--- src/rtl/sndlog_pkg.sv ---
// Shared definitions for the sound log command parser.
// Command codes, parse phases, result kinds and the result word type.
// No dependencies.
`timescale 1ns / 1ps

package sndlog_pkg;

  localparam int POS_BITS_DEFAULT = 32;
  localparam logic [31:0] START_OFFSET_RESET = 32'd64;

  localparam logic [7:0] CMD_PSG       = 8'h50;
  localparam logic [7:0] CMD_FM0       = 8'h52;
  localparam logic [7:0] CMD_FM1       = 8'h53;
  localparam logic [7:0] CMD_WAIT_ARG  = 8'h61;
  localparam logic [7:0] CMD_WAIT_NTSC = 8'h62;
  localparam logic [7:0] CMD_WAIT_PAL  = 8'h63;
  localparam logic [7:0] CMD_END       = 8'h66;
  localparam logic [7:0] CMD_BLOCK     = 8'h67;
  localparam logic [7:0] CMD_SEEK      = 8'he0;
  localparam logic [3:0] GRP_SHORT_WAIT = 4'h7;
  localparam logic [3:0] GRP_DAC        = 4'h8;

  localparam logic [15:0] WAIT_NTSC = 16'd735;
  localparam logic [15:0] WAIT_PAL  = 16'd882;
  localparam logic [7:0]  DAC_REG   = 8'h2a;

  localparam logic [3:0] PH_IDLE  = 4'd0;
  localparam logic [3:0] PH_PSG   = 4'd1;
  localparam logic [3:0] PH_FMREG = 4'd2;
  localparam logic [3:0] PH_FMDAT = 4'd3;
  localparam logic [3:0] PH_WAIT  = 4'd4;
  localparam logic [3:0] PH_BLOCK = 4'd5;
  localparam logic [3:0] PH_SEEK  = 4'd6;
  localparam logic [3:0] PH_SKIP1 = 4'd7;
  localparam logic [3:0] PH_SKIPN = 4'd8;

  localparam logic [2:0] KIND_PSG  = 3'd0;
  localparam logic [2:0] KIND_FM   = 3'd1;
  localparam logic [2:0] KIND_WAIT = 3'd2;
  localparam logic [2:0] KIND_DAC  = 3'd3;
  localparam logic [2:0] KIND_END  = 3'd4;
  localparam logic [2:0] KIND_UNK  = 3'd5;

  localparam logic [2:0] CNT_WAIT_LAST  = 3'd1;
  localparam logic [2:0] CNT_SIZE_FIRST = 3'd2;
  localparam logic [2:0] CNT_BLOCK_LAST = 3'd5;
  localparam logic [2:0] CNT_SEEK_LAST  = 3'd3;

  typedef struct packed {
    logic [2:0]  kind;
    logic        fm_port;
    logic [7:0]  reg_addr;
    logic [7:0]  reg_value;
    logic [15:0] wait_samples;
    logic [31:0] pcm_address;
  } sndlog_result_t;

endpackage

--- src/rtl/sndlog_core.sv ---
// Parser state and per-byte decode for the sound log command parser.
// Updates state on each accepted byte and presents its result combinationally.
// Depends on sndlog_pkg.
`timescale 1ns / 1ps

module sndlog_core #(
  parameter int POS_BITS = sndlog_pkg::POS_BITS_DEFAULT
) (
  input  logic                    clk,
  input  logic                    rst,
  input  logic                    byte_valid,
  input  logic [7:0]              byte_data,
  input  logic                    cfg_we,
  input  logic [31:0]             cfg_data,
  output logic                    res_valid,
  output sndlog_pkg::sndlog_result_t res
);
  import sndlog_pkg::*;

  logic [3:0]          phase, phase_next;
  logic [7:0]          held_command, held_command_next;
  logic [2:0]          arg_count, arg_count_next;
  logic [31:0]         arg_shift, arg_shift_next;
  logic [POS_BITS-1:0] stream_pos, stream_pos_next;
  logic [POS_BITS-1:0] data_start, data_start_next;
  logic [31:0]         pcm_base, pcm_base_next;
  logic [31:0]         pcm_step, pcm_step_next;
  logic [31:0]         skip_left, skip_left_next;
  logic                stream_done, stream_done_next;

  logic [2:0]  gather_idx;
  logic [31:0] gathered;
  logic [31:0] skip_dec;

  always_comb begin
    gather_idx = (phase == PH_BLOCK) ? (arg_count - CNT_SIZE_FIRST) : arg_count;
    gathered   = arg_shift | ({24'b0, byte_data} << {gather_idx[1:0], 3'b000});
    skip_dec   = (skip_left != 32'd0) ? (skip_left - 32'd1) : skip_left;
  end

  always_comb begin
    phase_next        = phase;
    held_command_next = held_command;
    arg_count_next    = arg_count;
    arg_shift_next    = arg_shift;
    stream_pos_next   = stream_pos;
    data_start_next   = data_start;
    pcm_base_next     = pcm_base;
    pcm_step_next     = pcm_step;
    skip_left_next    = skip_left;
    stream_done_next  = stream_done;
    res_valid         = 1'b0;
    res               = '0;
    if (byte_valid && !stream_done) begin
      stream_pos_next = stream_pos + POS_BITS'(1);
      case (phase)
        PH_IDLE: begin
          held_command_next = byte_data;
          arg_count_next    = 3'd0;
          arg_shift_next    = 32'd0;
          if (byte_data == CMD_PSG) begin
            phase_next = PH_PSG;
          end else if (byte_data inside {CMD_FM0, CMD_FM1}) begin
            phase_next = PH_FMREG;
          end else if (byte_data == CMD_WAIT_ARG) begin
            phase_next = PH_WAIT;
          end else if (byte_data == CMD_WAIT_NTSC) begin
            res_valid        = 1'b1;
            res.kind         = KIND_WAIT;
            res.wait_samples = WAIT_NTSC;
          end else if (byte_data == CMD_WAIT_PAL) begin
            res_valid        = 1'b1;
            res.kind         = KIND_WAIT;
            res.wait_samples = WAIT_PAL;
          end else if (byte_data == CMD_END) begin
            stream_done_next = 1'b1;
            res_valid        = 1'b1;
            res.kind         = KIND_END;
          end else if (byte_data == CMD_BLOCK) begin
            phase_next = PH_BLOCK;
          end else if (byte_data[7:4] == GRP_SHORT_WAIT) begin
            res_valid        = 1'b1;
            res.kind         = KIND_WAIT;
            res.wait_samples = {12'b0, byte_data[3:0]} + 16'd1;
          end else if (byte_data[7:4] == GRP_DAC) begin
            res_valid        = 1'b1;
            res.kind         = KIND_DAC;
            res.reg_addr     = DAC_REG;
            res.wait_samples = {12'b0, byte_data[3:0]};
            res.pcm_address  = 32'(data_start) + pcm_base + pcm_step;
            pcm_step_next    = pcm_step + 32'd1;
          end else if (byte_data == CMD_SEEK) begin
            phase_next = PH_SEEK;
          end else begin
            res_valid     = 1'b1;
            res.kind      = KIND_UNK;
            res.reg_value = byte_data;
            phase_next    = PH_SKIP1;
          end
        end
        PH_PSG: begin
          res_valid     = 1'b1;
          res.kind      = KIND_PSG;
          res.reg_value = byte_data;
          phase_next    = PH_IDLE;
        end
        PH_FMREG: begin
          arg_shift_next = {24'b0, byte_data};
          phase_next     = PH_FMDAT;
        end
        PH_FMDAT: begin
          res_valid     = 1'b1;
          res.kind      = KIND_FM;
          res.fm_port   = held_command[0];
          res.reg_addr  = arg_shift[7:0];
          res.reg_value = byte_data;
          phase_next    = PH_IDLE;
        end
        PH_WAIT: begin
          arg_shift_next = gathered;
          arg_count_next = arg_count + 3'd1;
          if (arg_count == CNT_WAIT_LAST) begin
            res_valid        = 1'b1;
            res.kind         = KIND_WAIT;
            res.wait_samples = gathered[15:0];
            phase_next       = PH_IDLE;
          end
        end
        PH_BLOCK: begin
          if (arg_count >= CNT_SIZE_FIRST) begin
            arg_shift_next = gathered;
          end
          arg_count_next = arg_count + 3'd1;
          if (arg_count == CNT_BLOCK_LAST) begin
            data_start_next = stream_pos + POS_BITS'(1);
            skip_left_next  = gathered;
            phase_next      = (gathered != 32'd0) ? PH_SKIPN : PH_IDLE;
          end
        end
        PH_SEEK: begin
          arg_shift_next = gathered;
          arg_count_next = arg_count + 3'd1;
          if (arg_count == CNT_SEEK_LAST) begin
            pcm_base_next = gathered;
            pcm_step_next = 32'd0;
            phase_next    = PH_IDLE;
          end
        end
        PH_SKIP1: begin
          phase_next = PH_IDLE;
        end
        PH_SKIPN: begin
          skip_left_next = skip_dec;
          if (skip_dec == 32'd0) begin
            phase_next = PH_IDLE;
          end
        end
        default: begin
          phase_next = PH_IDLE;
        end
      endcase
    end
    if (cfg_we) begin
      stream_pos_next = cfg_data[POS_BITS-1:0];
    end
  end

  always_ff @(posedge clk) begin
    if (rst) begin
      phase        <= PH_IDLE;
      held_command <= 8'd0;
      arg_count    <= 3'd0;
      arg_shift    <= 32'd0;
      stream_pos   <= START_OFFSET_RESET[POS_BITS-1:0];
      data_start   <= '0;
      pcm_base     <= 32'd0;
      pcm_step     <= 32'd0;
      skip_left    <= 32'd0;
      stream_done  <= 1'b0;
    end else begin
      phase        <= phase_next;
      held_command <= held_command_next;
      arg_count    <= arg_count_next;
      arg_shift    <= arg_shift_next;
      stream_pos   <= stream_pos_next;
      data_start   <= data_start_next;
      pcm_base     <= pcm_base_next;
      pcm_step     <= pcm_step_next;
      skip_left    <= skip_left_next;
      stream_done  <= stream_done_next;
    end
  end

endmodule

--- src/rtl/sound_log_command_parser.sv ---
// Top level of the sound log command parser: stream ports, config port,
// registered result with a skid stage. Depends on sndlog_pkg, sndlog_core.
//
//   channel   | direction | word
//   s_axis    | in        | tdata[7:0] stream_byte
//   m_axis    | out       | tuser[2:0] kind, tdata fields listed at the port
//   cfg       | in        | cfg_data[31:0] start_offset
//
// One byte per cycle unless stalled; a command's last byte registers its result.
// The result register and one skid entry hold results while m_axis stalls;
// s_axis_tready drops only while the skid entry is full.
// Reset is synchronous and returns to idle with the position at offset 64.
// cfg_ready is always high; a write reloads the stream position.
`timescale 1ns / 1ps

module sound_log_command_parser #(
  parameter int POS_BITS = sndlog_pkg::POS_BITS_DEFAULT
) (
  input  logic        clk,
  input  logic        rst,
  input  logic        s_axis_tvalid,
  output logic        s_axis_tready,
  input  logic [7:0]  s_axis_tdata,  // [7:0] stream_byte
  output logic        m_axis_tvalid,
  input  logic        m_axis_tready,
  // [0] fm_port, [8:1] reg_addr, [16:9] reg_value, [32:17] wait_samples,
  // [64:33] pcm_address, [71:65] zero
  output logic [71:0] m_axis_tdata,
  output logic [2:0]  m_axis_tuser,  // [2:0] kind
  input  logic        cfg_valid,
  output logic        cfg_ready,
  input  logic [31:0] cfg_data
);
  import sndlog_pkg::*;

  logic           accept;
  logic           res_valid;
  sndlog_result_t res;
  sndlog_result_t out_word, skid_word;
  logic           out_valid, skid_valid;
  logic           pop;

  assign s_axis_tready = !skid_valid;
  assign accept        = s_axis_tvalid && s_axis_tready;
  assign cfg_ready     = 1'b1;
  assign pop           = out_valid && m_axis_tready;

  sndlog_core #(
    .POS_BITS(POS_BITS)
  ) u_core (
    .clk       (clk),
    .rst       (rst),
    .byte_valid(accept),
    .byte_data (s_axis_tdata),
    .cfg_we    (cfg_valid && cfg_ready),
    .cfg_data  (cfg_data),
    .res_valid (res_valid),
    .res       (res)
  );

  always_ff @(posedge clk) begin
    if (rst) begin
      out_valid  <= 1'b0;
      skid_valid <= 1'b0;
    end else if (skid_valid) begin
      if (pop) begin
        out_word   <= skid_word;
        skid_valid <= 1'b0;
      end
    end else if (accept && res_valid) begin
      if (!out_valid || pop) begin
        out_word  <= res;
        out_valid <= 1'b1;
      end else begin
        skid_word  <= res;
        skid_valid <= 1'b1;
      end
    end else if (pop) begin
      out_valid <= 1'b0;
    end
  end

  assign m_axis_tvalid = out_valid;
  assign m_axis_tuser  = out_word.kind;
  assign m_axis_tdata  = {7'b0, out_word.pcm_address, out_word.wait_samples,
                          out_word.reg_value, out_word.reg_addr, out_word.fm_port};

endmodule

--- config.mk ---
export PLATFORM = sky130hd
export DESIGN_NAME = sound_log_command_parser
export DESIGN_NICKNAME = d
export VERILOG_FILES = /design/src/rtl/sndlog_pkg.sv /design/src/rtl/sndlog_core.sv /design/src/rtl/sound_log_command_parser.sv
export SDC_FILE = /design/constraint.sdc
export NUM_CORES = 1
export LEC_CHECK = 0
export ABC_CLOCK_PERIOD_IN_PS = 16700
export BUFFER_PORTS_ARGS = -buffer_cell sky130_fd_sc_hd__buf_4
export CAP_MARGIN = 40
export CELL_PAD_IN_SITES_DETAIL_PLACEMENT = 1
export CELL_PAD_IN_SITES_GLOBAL_PLACEMENT = 1
export CORE_MARGIN = 2
export CORE_UTILIZATION = 45
export DETAILED_ROUTE_END_ITERATION = 6
export PLACE_DENSITY_LB_ADDON = 0.1
export SYNTH_ARGS = -nofsm -noshare
export SYNTH_HDL_FRONTEND = slang
export SYNTH_SLANG_ARGS = --single-unit
export TNS_END_PERCENT = 100
--- constraint.sdc ---
create_clock -name clk -period 16.7 [get_ports clk]
set_input_delay 2.505 -clock clk [delete_from_list [all_inputs] [get_ports clk]]
set_output_delay 2.505 -clock clk [all_outputs]
set_load 0.1 [all_outputs]
; Word level (Yosys, flattened, before mapping)
; Index checks and enable logic that the tools add are counted.
[classes]
n_addsub = 8
multipliers = 0
div = 0
magnitude_cmp = 1
n_eq_ne = 42
shifts = 1
mux = 97
bitwise = 9
n_reduce_logical = 36
[ops]
columns = operator, count
row1 = 32-bit two-way mux, 19
row2 = 68-bit two-way mux, 5
row3 = 64-bit two-way mux, 5
row4 = 32-bit one-hot mux with 2 select lines, 2
row5 = 32-bit one-hot mux with 4 select lines, 1
row6 = 16-bit two-way mux, 7
row7 = 32-bit by 1-bit adder with 32-bit output (second input constant), 2
row8 = 32-bit adder, 2
row9 = 8-bit by 7-bit == test with 1-bit output (second input constant), 8
row10 = 32-bit nonzero test, 2
row11 = 4-bit two-way mux, 14
row12 = 36-bit two-way mux, 1
row13 = 32-bit zero test, 1
row14 = 32-bit OR, 1
row15 = 16-bit one-hot mux with 2 select lines, 1
row16 = 8-bit one-hot mux with 2 select lines, 2
row17 = 8-bit by 5-bit << shifter with 32-bit output, 1
row18 = 32-bit by 1-bit subtractor with 32-bit output (second input constant), 1
row19 = 3-bit two-way mux, 10
row20 = 4-bit one-hot mux with 6 select lines, 1
row21 = 1-bit two-way mux, 21
row22 = 2-bit inequality test (second input constant), 10
row23 = 4-bit by 3-bit == test with 1-bit output (second input constant), 4
row24 = 8-bit two-way mux, 2
row25 = 34 further kinds, 71
[word_totals]
regBits = 339
latchBits = 0
ram_bits = 0
mem_bits_ro = 0
in_bits = 45
out_inout_bits = 78
elab_cells = 218
memories = 0

; Longest topological paths before layout
[logic_depth]
depth_word = 16
depth_mapped = 14
ltp_nobuf = 14

; Cells and area by module
; From an unflattened synthesis, not the netlist that was laid out.
[unflattened]
cells_unflattened = 1972
hier_area_um2 = 18270.0
[modules_own_cells]
columns = module, n_inst, cells_per_inst, area_each_um2, seq_area_each_um2
row1 = sndlog_core, 1, 1737, 13147.6, 4023.9
row2 = sound_log_command_parser, 1, 235, 5122.4, 4124.0

; Worst setup path after synthesis
; Ideal clock, no wire load.
[synth_path]
path_type = input -> register
start = input port s_axis_tdata[0]
end = register skid_word[0] in the netlist's numbering, enable pin
setup_time_ns = 0.686
arrival_time_ns = 11.164
required_ns = 16.014
path_slack_ns = 4.850
stages = 10
path_buffers = 2
path_cell_list = clkbuf_1 > inv_1 > ha_1 > clkbuf_1 > nor3_1 > o41ai_2 > nor2_1 > o311a_1 > o311ai_0 > nor4b_1
[synth_between]
elab_chain_len = 15
word_cells_on_any_way = 24
cone_classes = eq/ne (9) / mux (12) / reduce/logical (3)
[synth_lines]
columns = item, line_no
row1 = "start, declared", sound_log_command_parser.sv:23  ; input logic [7:0] s_axis_tdata,
row2 = 8-bit == test, sndlog_core.sv:92  ; end else if (byte_data == CMD_SEEK) begin
row3 = 1-bit two-way mux, sndlog_core.sv:92
row4 = 1-bit two-way mux, sndlog_core.sv:85  ; end else if (byte_data[7:4] == GRP_DAC) begin
row5 = 1-bit two-way mux, sndlog_core.sv:81  ; end else if (byte_data[7:4] == GRP_SHORT_WAIT) begin
row6 = 1-bit two-way mux, sndlog_core.sv:79  ; end else if (byte_data == CMD_BLOCK) begin
row7 = 1-bit two-way mux, sndlog_core.sv:75  ; end else if (byte_data == CMD_END) begin
row8 = 1-bit two-way mux, sndlog_core.sv:71  ; end else if (byte_data == CMD_WAIT_PAL) begin
row9 = 1-bit two-way mux, sndlog_core.sv:67  ; end else if (byte_data == CMD_WAIT_NTSC) begin
row10 = 1-bit two-way mux, sndlog_core.sv:65  ; end else if (byte_data == CMD_WAIT_ARG) begin
row11 = 1-bit two-way mux, sndlog_core.sv:63  ; end else if (byte_data inside {CMD_FM0, CMD_FM1}) begin
row12 = 1-bit two-way mux *, sndlog_core.sv:61  ; if (byte_data == CMD_PSG) begin
row13 = 1-bit one-hot mux with 3 select lines *, sndlog_core.sv:56  ; case (phase)
row14 = 1-bit two-way mux *, sndlog_core.sv:54  ; if (byte_valid && !stream_done) begin
row15 = 1-bit logical AND *, sound_log_command_parser.sv:70  ; end else if (accept && res_valid) begin
row16 = 4-bit AND reduction (no source line) *, n/a
row17 = "end signal, assigned", sound_log_command_parser.sv:75  ; skid_word <= res;
row18 = "end, declared", sound_log_command_parser.sv:39  ; sndlog_result_t out_word, skid_word;
; Mark *: on every way between the ends. The rest lies on a longest branch, timed or not.
; A chain may end at the register's enable or synchronous reset.

; Worst setup path in the final report
[layout_path]
start = input port s_axis_tdata[0]
end = register out_word, in the netlist m_axis_tdata[46], enable pin
[layout_between]
elab_chain_len = 16
word_cells_on_any_way = 25
cone_classes = eq/ne (9) / mux (12) / reduce/logical (4)
[layout_lines]
columns = item, line_no
row1 = 8-bit == test, sndlog_core.sv:92
row2 = 1-bit two-way mux, sndlog_core.sv:92
row3 = 1-bit two-way mux, sndlog_core.sv:85
row4 = 1-bit two-way mux, sndlog_core.sv:81
row5 = 1-bit two-way mux, sndlog_core.sv:79
row6 = 1-bit two-way mux, sndlog_core.sv:75
row7 = 1-bit two-way mux, sndlog_core.sv:71
row8 = 1-bit two-way mux, sndlog_core.sv:67
row9 = 1-bit two-way mux, sndlog_core.sv:65
row10 = 1-bit two-way mux, sndlog_core.sv:63
row11 = 1-bit two-way mux *, sndlog_core.sv:61
row12 = 1-bit one-hot mux with 3 select lines *, sndlog_core.sv:56
row13 = 1-bit two-way mux *, sndlog_core.sv:54
row14 = 1-bit logical AND *, sound_log_command_parser.sv:70
row15 = 2-bit nonzero test (no source line) *, n/a
row16 = 4-bit AND reduction (no source line) *, n/a
row17 = "end signal, assigned", sound_log_command_parser.sv:67  ; out_word <= skid_word;
row18 = "end signal, assigned", sound_log_command_parser.sv:72  ; out_word <= res;
row19 = "end, declared", sound_log_command_parser.sv:39
; Marks and branches as above.

==> flow_summary.json <==
{
  "worstSetupEndpoint": "m_axis_tdata[46]",
  "portBuffers": 114,
  "power.total_uw": 2386,
  "post_cts_buffers": 0,
  "worstHoldPathCells": 2,
  "grt_usage": 0.2674,
  "ys_seq_area_frac": 0.4508,
  "yosysTopAreaCell": "edfxtp_1",
  "gp_congestion": 0.9121,
  "synth_most_common_cell": "nor2_1",
  "cpLargestDelayFamily": "compound AO/OA/AOI/OAI gates",
  "antenna_found_initial": 0,
  "power_density_nw_per_um2": 115.4,
  "routedWlPerCell_um": 21.33,
  "wl_met2_um": 24380,
  "tightest_slew_ns": 0.9927,
  "ctsHoldBuffers": 0,
  "async_reset_ff_frac": 0,
  "cap_violations": 0,
  "grt_max_degree": 85,
  "reg2reg_slack_ns": 12.22,
  "cts_buffer_depth": 3,
  "htree_num_levels": 2,
  "area_growth_pct": 14.43,
  "dr.pass1.iters": 5,
  "fp.dieArea_sq_um": 41780,
  "final_antenna_net_count": 0,
  "worstPathRequired_ns": 16.90,
  "cp-end-kind": "flop",
  "slowest_delay_ns": 0.57,
  "core-area_sq_um": 39730,
  "grt_pass1_vias": 15166,
  "fillCellCount": 4552,
  "die_h_um": 204.4,
  "fin_crit_sh": 0.3243,
  "cts_buffers": 39,
  "irDropWorstVdd_mv": 0.06185,
  "cp-startpoint": "s_axis_tdata[0]",
  "netlist.area_leader.share": 0.2260,
  "fp.dieW_um": 204.4,
  "cts.sinks": 339,
  "synth_cell_type_count": 79,
  "tns_ns": 0,
  "wl_met3_um": 3004,
  "r2r-start": "u_core.data_start[2]",
  "fmax_ghz": 0.1846,
  "timing.rr.end": "m_axis_tdata[51]",
  "wl_met1_um": 27040,
  "ys_seq_elements": 339,
  "cts_tree": "yes",
  "crit_cells": 11,
  "crit_fanout": 68,
  "synth-edff-count": 136,
  "synth.avg_cell_area_sq_um": 9.127,
  "skew_ns": 0.01493,
  "start_util": 0.4549,
  "fin_crit_ns": 5.416,
  "grt_pass1_wl_um": 87510,
  "drt_iter0_drc": 1055,
  "viasPerCell": 5.861,
  "clk_pin_slew_worst_paths_ns": 0.06,
  "synthesis.area_sq_um": 18070,
  "drive_above_1_share": 0.1141,
  "synth_common_cells": "nor2_1 (285), dfxtp_1 (203), nand2_1 (145)",
  "crit_chain": "buf_4 -> inv_1 -> ha_1 -> nor3_1 -> o41ai_2 -> nor2_1 -> o311a_1 -> o311ai_0 -> buf_1 -> a221oi_4 -> buf_4",
  "clk_latency_ns": 0.56,
  "fp-row-count": 73,
  "path_class": "primary input to flop",
  "layout.nets": 2175,
  "finalSetupViolations": 0,
  "holdCritPathClass": "flop to flop",
  "n_antenna_cell": 0,
  "path_buf_inv": 4,
  "synthCells": 1980,
  "drc_errors": 0,
  "grt_overflow": 0,
  "vias": 15297,
  "cts-root-buf": "clkbuf_16",
  "crit_top_cell": "buf_4",
  "report.final.slew_viol_count": 0,
  "routed_wl_um": 55680,
  "yosys_warnings": 0,
  "top_layer": "met4",
  "crit_arrival_ns": 5.61,
  "slew_headroom": 0.3211,
  "io_pins": 123,
  "rsz0062_at_grt": "false",
  "r2r_cells": 10,
  "status": "complete, no violations",
  "p_leak_uw": 0.008129,
  "hold_viol": 0,
  "crit_path_start_kind": "primary input",
  "dpl.hpwl_um": 40640,
  "crit_slowest_cell": "o41ai_2",
  "synth_flop_cell": "dfxtp_1",
  "cts-resized-gates": 0,
  "synthTopCellsByArea": "edfxtp_1 (23%), dfxtp_1 (22%), nor2_1 (5.9%)"
}
worst min-delay path, cell delays in order (launching register included):
cell and delay (ns):
dfxtp_1 0.31, nand2_1 0.05, a21oi_1 0.05
registers in the layout (all words and copies together) (netlist names), 4 cells and up:
| register | flops |
|---|---|
| skid_word | 68 |
| m_axis_tdata | 65 |
| u_core.arg_shift | 32 |
| u_core.data_start | 32 |
| u_core.pcm_base | 32 |
| u_core.pcm_step | 32 |
| u_core.skip_left | 32 |
| u_core.stream_pos | 32 |
| u_core.phase | 4 |
cells in the final DEF (no fill, tap or decap), types with 42 or more instances in the layout:
cell,Yosys,final
nor2_1,285,283
dfxtp_1,203,202
buf_4,8,150
nand2_1,145,145
edfxtp_1,136,136
a21oi_1,130,129
o21ai_0,83,83
a211oi_1,72,72
a21o_1,66,66
inv_1,60,60
nand3_1,59,59
xnor2_1,53,53
nor3_1,52,52
xor2_1,51,51
ha_1,42,42
metal layers:
metal | vias up | global-route usage
met5 | - | 0
li1 | 7292 | -
met1 | 7510 | 0.3958
met4 | 0 | 0.06677
met3 | 72 | 0.03906
met2 | 423 | 0.4092
metrics by stage:
| step | hold slack [ns] | worst slack, ns | instance area (sq um) | util | cells |
|---|---|---|---|---|---|
| after global placement | 0.4381 | 10.70 | 19380 | 0.4879 | 2532 |
| after floorplan | 0.4313 | 4.850 | 18090 | - | 1986 |
| final | 0.4625 | 11.28 | 20680 | 0.5205 | 2610 |
| after detailed placement | 0.4596 | 10.73 | 19460 | 0.4897 | 2540 |
| after CTS | 0.4679 | 11.34 | 20680 | 0.5205 | 2610 |
| after global routing | 0.4819 | 11.05 | 20680 | 0.5205 | 2610 |
report_power, final:
group	leakage [uW]	switching, uW	internal [uW]
Combinational	0.00468	455	144
Sequential	0.00286	38.3	922
Clock	0.000590	351	475
area by class of cell:
type | instances | area [sq um] | share of cell area
clock inverter | 16 | 130.1 | 0.006292
inverter | 60 | 225.2 | 0.01089
sequential | 339 | 8149 | 0.3941
multi-input combinational | 1463 | 9265 | 0.4480
clock buffer | 54 | 1094 | 0.05288
tap | 525 | 656.9 | 0.03176
timing repair buffer | 153 | 1160 | 0.05609
worst min-delay path by stage:
stage | startpoint | to | slack, ns
after CTS | u_core.arg_shift[8] | u_core.arg_shift[8] | 0.47
after detailed placement | u_core.arg_shift[8] | u_core.arg_shift[8] | 0.46
after global routing | u_core.arg_shift[8] | u_core.arg_shift[8] | 0.48
after floorplan | u_core.arg_shift[8] | u_core.arg_shift[8] | 0.43
final | u_core.arg_shift[8] | u_core.arg_shift[8] | 0.46
after global placement | u_core.arg_shift[9] | u_core.arg_shift[9] | 0.44
kinds of logic after synthesis:
family,Yosys count,share of synthesized area
other cells,2,0.0004156
simple gates,756,0.2021
fa+ha+maj,74,0.06452
mux,11,0.006162
compound gates,510,0.1854
buf+inv,184,0.04016
flops,339,0.4508
xor+xnor,104,0.05040
No activity file was read; power rests on OpenSTA's default activity.
